[config.mk]
export PLATFORM = sky130hd
export DESIGN_NAME = dttq_cell
export DESIGN_NICKNAME = d
export VERILOG_FILES = /design/src/hw/rtl/dttq_pkg.sv /design/src/hw/rtl/dttq_cell.sv
export SDC_FILE = /design/constraint.sdc
export NUM_CORES = 1
export LEC_CHECK = 0
export BUFFER_PORTS_ARGS = -buffer_cell sky130_fd_sc_hd__buf_2
export CAP_MARGIN = 20
export CORE_ASPECT_RATIO = 0.5
export CORE_MARGIN = 2
export CORE_UTILIZATION = 45
export DETAILED_ROUTE_END_ITERATION = 10
export PLACE_DENSITY = 0.71
export SYNTH_ARGS = -nofsm -noshare
export SYNTH_HDL_FRONTEND = slang
export SYNTH_SLANG_ARGS = --single-unit
[constraint.sdc]
create_clock -name aclk -period 7.4 [get_ports aclk]
set_input_delay 0.37 -clock aclk [delete_from_list [all_inputs] [get_ports aclk]]
set_output_delay 0.37 -clock aclk [all_outputs]
set_load 0.005 [all_outputs]
[src/hw/rtl/dttq_pkg.sv]
// Package for the delayed task timer queue: op and result codes, sequencer states,
// and the bus that runs along the row of slot cells. No dependencies.
package dttq_pkg;

    localparam int ID_BITS = 32;
    localparam int TPU_BITS = 16;
    localparam int DELAY_BITS = 16;
    localparam int MAX_RESULTS = 16;
    localparam logic [TPU_BITS-1:0] TPU_RESET = 16'd1000;

    typedef enum logic [1:0] {
        OP_SCHED  = 2'd0,
        OP_CANCEL = 2'd1,
        OP_TICK   = 2'd2,
        OP_NONE   = 2'd3
    } op_t;

    typedef enum logic [1:0] {
        KIND_ID   = 2'd0,
        KIND_FULL = 2'd1,
        KIND_FIRE = 2'd2,
        KIND_RSVD = 2'd3
    } kind_t;

    typedef enum logic [2:0] {
        ST_IDLE,
        ST_MUL,
        ST_SCAN,
        ST_PICK,
        ST_OUT,
        ST_DONE
    } state_t;

    // Control that every cell sees in a cycle.
    typedef struct packed {
        logic          clear_scan;  // start a fresh scan
        logic          scan;        // shift the candidate one cell along
        logic          cancel;      // drop entries with a matching id
        logic [ID_BITS-1:0] cancel_id;
        logic [ID_BITS-1:0] next_id;
    } cell_ctl_t;

endpackage

[src/hw/rtl/dttq_cell.sv]
// One slot of the timer queue: valid bit, id and target; the id is its sequence number.
// Passes the best due candidate seen so far to its neighbor. Uses dttq_pkg.
module dttq_cell
    import dttq_pkg::*;
#(
    parameter int TIME_BITS = 40,
    parameter int IDX_BITS  = 4,
    parameter logic [IDX_BITS-1:0] INDEX = '0
) (
    input  logic                 aclk,
    input  logic                 aresetn,
    input  cell_ctl_t            ctl,
    input  logic [TIME_BITS-1:0] now_ticks,
    input  logic                 wr_en,
    input  logic [ID_BITS-1:0]   wr_id,
    input  logic [TIME_BITS-1:0] wr_target,
    input  logic                 kill,
    // candidate chain
    input  logic                 in_found,
    input  logic [IDX_BITS-1:0]  in_idx,
    input  logic [TIME_BITS-1:0] in_late,
    input  logic [ID_BITS-1:0]   in_age,
    input  logic [ID_BITS-1:0]   in_id,
    output logic                 out_found,
    output logic [IDX_BITS-1:0]  out_idx,
    output logic [TIME_BITS-1:0] out_late,
    output logic [ID_BITS-1:0]   out_age,
    output logic [ID_BITS-1:0]   out_id,
    output logic                 valid
);

    logic                 valid_reg, valid_next;
    logic [ID_BITS-1:0]   id_reg;
    logic [TIME_BITS-1:0] target_reg;
    logic                 found_reg, found_next;
    logic [IDX_BITS-1:0]  idx_reg, idx_next;
    logic [TIME_BITS-1:0] late_reg, late_next;
    logic [ID_BITS-1:0]   age_reg, age_next;
    logic [ID_BITS-1:0]   cid_reg, cid_next;
    logic [TIME_BITS-1:0] late;
    logic [ID_BITS-1:0]   age;
    logic                 due, better;

    assign late = now_ticks - target_reg;
    assign age  = ctl.next_id - id_reg;
    assign due  = valid_reg && (late != '0) && !late[TIME_BITS-1];
    assign better = !in_found || (late > in_late) || (late == in_late && age > in_age);

    always_comb begin
        valid_next = valid_reg;
        if (ctl.cancel && id_reg == ctl.cancel_id) valid_next = 1'b0;
        if (kill) valid_next = 1'b0;
        if (wr_en) valid_next = 1'b1;
        found_next = found_reg;
        idx_next   = idx_reg;
        late_next  = late_reg;
        age_next   = age_reg;
        cid_next   = cid_reg;
        if (ctl.clear_scan) begin
            found_next = 1'b0;
        end else if (ctl.scan) begin
            if (due && better) begin
                found_next = 1'b1;
                idx_next   = INDEX;
                late_next  = late;
                age_next   = age;
                cid_next   = id_reg;
            end else begin
                found_next = in_found;
                idx_next   = in_idx;
                late_next  = in_late;
                age_next   = in_age;
                cid_next   = in_id;
            end
        end
    end

    always_ff @(posedge aclk) begin
        if (!aresetn) begin
            valid_reg <= 1'b0;
            found_reg <= 1'b0;
        end else begin
            valid_reg <= valid_next;
            found_reg <= found_next;
        end
        idx_reg  <= idx_next;
        late_reg <= late_next;
        age_reg  <= age_next;
        cid_reg  <= cid_next;
        if (wr_en) begin
            id_reg     <= wr_id;
            target_reg <= wr_target;
        end
    end

    assign out_found = found_reg;
    assign out_idx   = idx_reg;
    assign out_late  = late_reg;
    assign out_age   = age_reg;
    assign out_id    = cid_reg;
    assign valid     = valid_reg;

endmodule

==> flow_metrics.py <==
metrics = {
    "timing": {
        "finalSetupViolCount": 0,
        "max_freq_ghz": 0.149,
        "tns_ps": 0,
        "relSlewSlack_pct": 28.8,
        "worstMarginPinSlew_ps": 1040,
        "fin_crit_ps": 6710,
        "skew_ps": 11.9,
        "hold_violations": 0,
        "slew_viol_final": 0,
        "rsz0062_at_grt": "false",
        "fin_crit_sh_pct": 90.7,
    },
    "route": {
        "num_vias": 11100,
        "wl_um": 38800,
        "dr.pass1.iters": 5,
        "drt-initial-drc-count": 890,
        "drc_errors": 0,
        "wl_per_cell_um": 18.6,
        "antenna_left": 0,
        "via_per_inst": 5.34,
    },
    "synthesis": {
        "ys_seq_elements": 182,
        "avgSynthCellArea_um2": 10.4,
        "yosysWarnings": 0,
        "synth_edf_count": 180,
        "synth-seq-area-share_pct": 41.3,
        "syn-num-nets": 1705,
        "synthArstFlopShare_pct": 0,
        "synthFlopType": "edfxtp_1",
        "netlist_area_um2": 13200,
        "yosysUniqueCellTypes": 67,
        "syn-instance-count": 1269,
    },
    "floorplanning": {
        "start_util_pct": 45.6,
        "core_region_area_um2": 28900,
        "std_cell_rows": 44,
        "die_h_um": 125,
        "die_x_um": 246,
        "dieArea_um2": 30800,
        "io_pins": 402,
    },
    "worst_setup_path": {
        "setup.worst_path.end_class": "flip-flop",
        "crit_arrival_ps": 6910,
        "crit_slowest_cell": "nor4b_1",
        "crit_type": "flip-flop to flip-flop",
        "required_ps": 7600,
        "worst_setup_path_start_kind": "flip-flop",
        "critPathMaxFanout": 45,
        "critical_path.max_stage_delay_ps": 460,
        "rrSetupSlack_ps": 690,
        "critPathMostFrequentCell": "a21oi_1",
    },
    "power": {
        "clock_power_share_pct": 28.4,
        "p_comb_share_pct": 33.6,
        "power_mw": 3.33,
        "p_seq_share_pct": 38.0,
        "p_per_area_nw_per_um2": 205,
        "switching_share_pct": 32.5,
        "internal_power_mw": 2.25,
        "power_switching_mw": 1.08,
        "peakVddDrop_v": 0.000176,
        "leakage_nw": 7.42,
    },
    "finish": {
        "final_area_um2": 16300,
        "area_delta_synth_final_pct": 23.4,
        "drive_gt1_share_pct": 32.5,
        "fin_util_pct": 56.3,
        "final_common_cell": "buf_2",
        "nets": 2107,
        "final_cell_mix": "buf_2 (400), edfxtp_1 (180), inv_1 (163)",
    },
    "global_route": {
        "gr-total-overflow": 0,
        "grt_max_degree": 74,
        "first_global_vias": 10800,
        "antenna_found_initial": 6,
        "grt_util_all_layers_pct": 25.0,
        "grt_pass1_wl_um": 58900,
    },
    "clocking": {
        "cts_tree": "done",
        "clock-root-buffer": "clkbuf_16",
        "clock_sinks": 182,
        "cts_buffers": 17,
        "clk_pin_slew_ps": 70,
        "cts_hold_buf": 0,
        "htree_levels": 4,
        "clockBufferDepth": 2,
        "insertion_delay_ps": 450,
    },
    "place": {
        "gp_congestion": 0.937,
        "hpwl_um": 31400,
        "io_buffers": 401,
        "placed_cell_area_um2": 15600,
    },
    "job": {
        "max_cap_violations": 0,
    },
    "min_path": {
        "holdCritPathClass": "primary input to flip-flop",
    },
    "outcome": {
        "run_status": "complete, no violations",
    },
}
==> kinds of logic (layout without fill, tap and decap cells) <==
family	after synthesis	after routing	synth area share, %
and+or+nand+nor	266	266	10.2
muxes	98	98	8.35
buffers and inverters	189	603	5.53
xor gates and xnor gates	90	90	5.98
AOI/OAI and AO/OA	300	300	14.8
adders and majority gates	144	144	13.8
DFF	182	182	41.3
other	0	6	0
==> power by group through the flow <==
stage / sequential [mW] / clock, mW / combinational [mW]
4_1_cts: 1.26 / 0.957 / 1.11
6_report: 1.26 / 0.945 / 1.12
5_1_grt: 1.27 / 1.01 / 1.25
3_5_place_dp: 1.29 / 0 / 1.10
2_1_floorplan: 1.28 / 0 / 0.749
3_3_place_gp: 1.28 / 0 / 1.08
==> Yosys cell counts (4+ instances only) <==
cell type | instances | area share (%)
edfxtp_1 | 180 | 41
inv_1 | 163 | 4.6
ha_1 | 142 | 13
a21oi_1 | 97 | 3.7
mux2_2 | 90 | 7.7
xnor2_1 | 69 | 4.6
nand2_1 | 63 | 1.8
nor2_1 | 61 | 1.7
o21ai_0 | 54 | 2.1
nand4_1 | 41 | 1.9
a21o_1 | 28 | 1.6
o21a_1 | 23 | 1.3
xor2_1 | 21 | 1.4
nor3_1 | 18 | 0.68
clkbuf_1 | 15 | 0.43
a211oi_1 | 12 | 0.68
nand3_1 | 12 | 0.46
o21bai_1 | 10 | 0.57
or2_2 | 10 | 0.47
a31oi_1 | 9 | 0.43
and2_1 | 9 | 0.43
buf_2 | 9 | 0.34
nor2b_1 | 9 | 0.43
a22o_1 | 8 | 0.53
nand2b_1 | 8 | 0.38
o31ai_1 | 8 | 0.46
a2111oi_0 | 7 | 0.47
nor4_1 | 7 | 0.33
and3_1 | 6 | 0.28
or3_1 | 6 | 0.28
mux2_1 | 5 | 0.43
o2111ai_1 | 5 | 0.33
and4_1 | 4 | 0.27
o211ai_1 | 4 | 0.23
o22ai_1 | 4 | 0.19
==> final cells by class <==
class | instances | area (um2)
diodes | 6 | 15.0
clock buffers | 18 | 429
clock inverters | 13 | 154
fillers | 2590 | 12600
inverters | 163 | 612
multi-input cells | 898 | 7020
flip-flops and latches | 182 | 5450
well taps | 391 | 489
repair buffers | 409 | 2100
==> worst max-delay path, delay by kind of cell, from the launching register on <==
kind,cells,cell delay (ps)
buf+inv,3,620
flops,1,430
fa+ha+maj,3,800
xor+xnor,1,150
simple gates,7,1680
compound gates,10,1970
mux,2,760
==> timing repair <==
item	CTS	global route
buffers inserted	0	0
setup endpoints to repair	0	82
resized for setup	0	2
==> stage by stage <==
step	setup WS, ps	std cells	hold WS [ps]
after detailed placement	392	2042	548
after global placement	537	2042	547
after CTS	471	2073	69.4
after global routing	73.7	2080	63.2
final	687	2080	86.8
after floorplan	1640	1269	469
==> metal layers <==
layer	up-vias	track usage, %	wire length (um)
met2	329	42.8	19200
met1	5234	31.8	16600
met3	63	4.79	1960
met4	0	8.41	1030
met5	-	0	0
li1	5488	-	-
==> path summary, 6_finish.rpt <==
kind,from,to,cells past startpoint
worst min register to register,id_reg[6],out_id[6],1
worst max-delay path,id_reg[0],out_age[14],26
worst min-delay path,wr_target[4],target_reg[4],1
worst max register to register,id_reg[0],out_age[14],26
No activity file was read; power rests on OpenSTA's default activity.
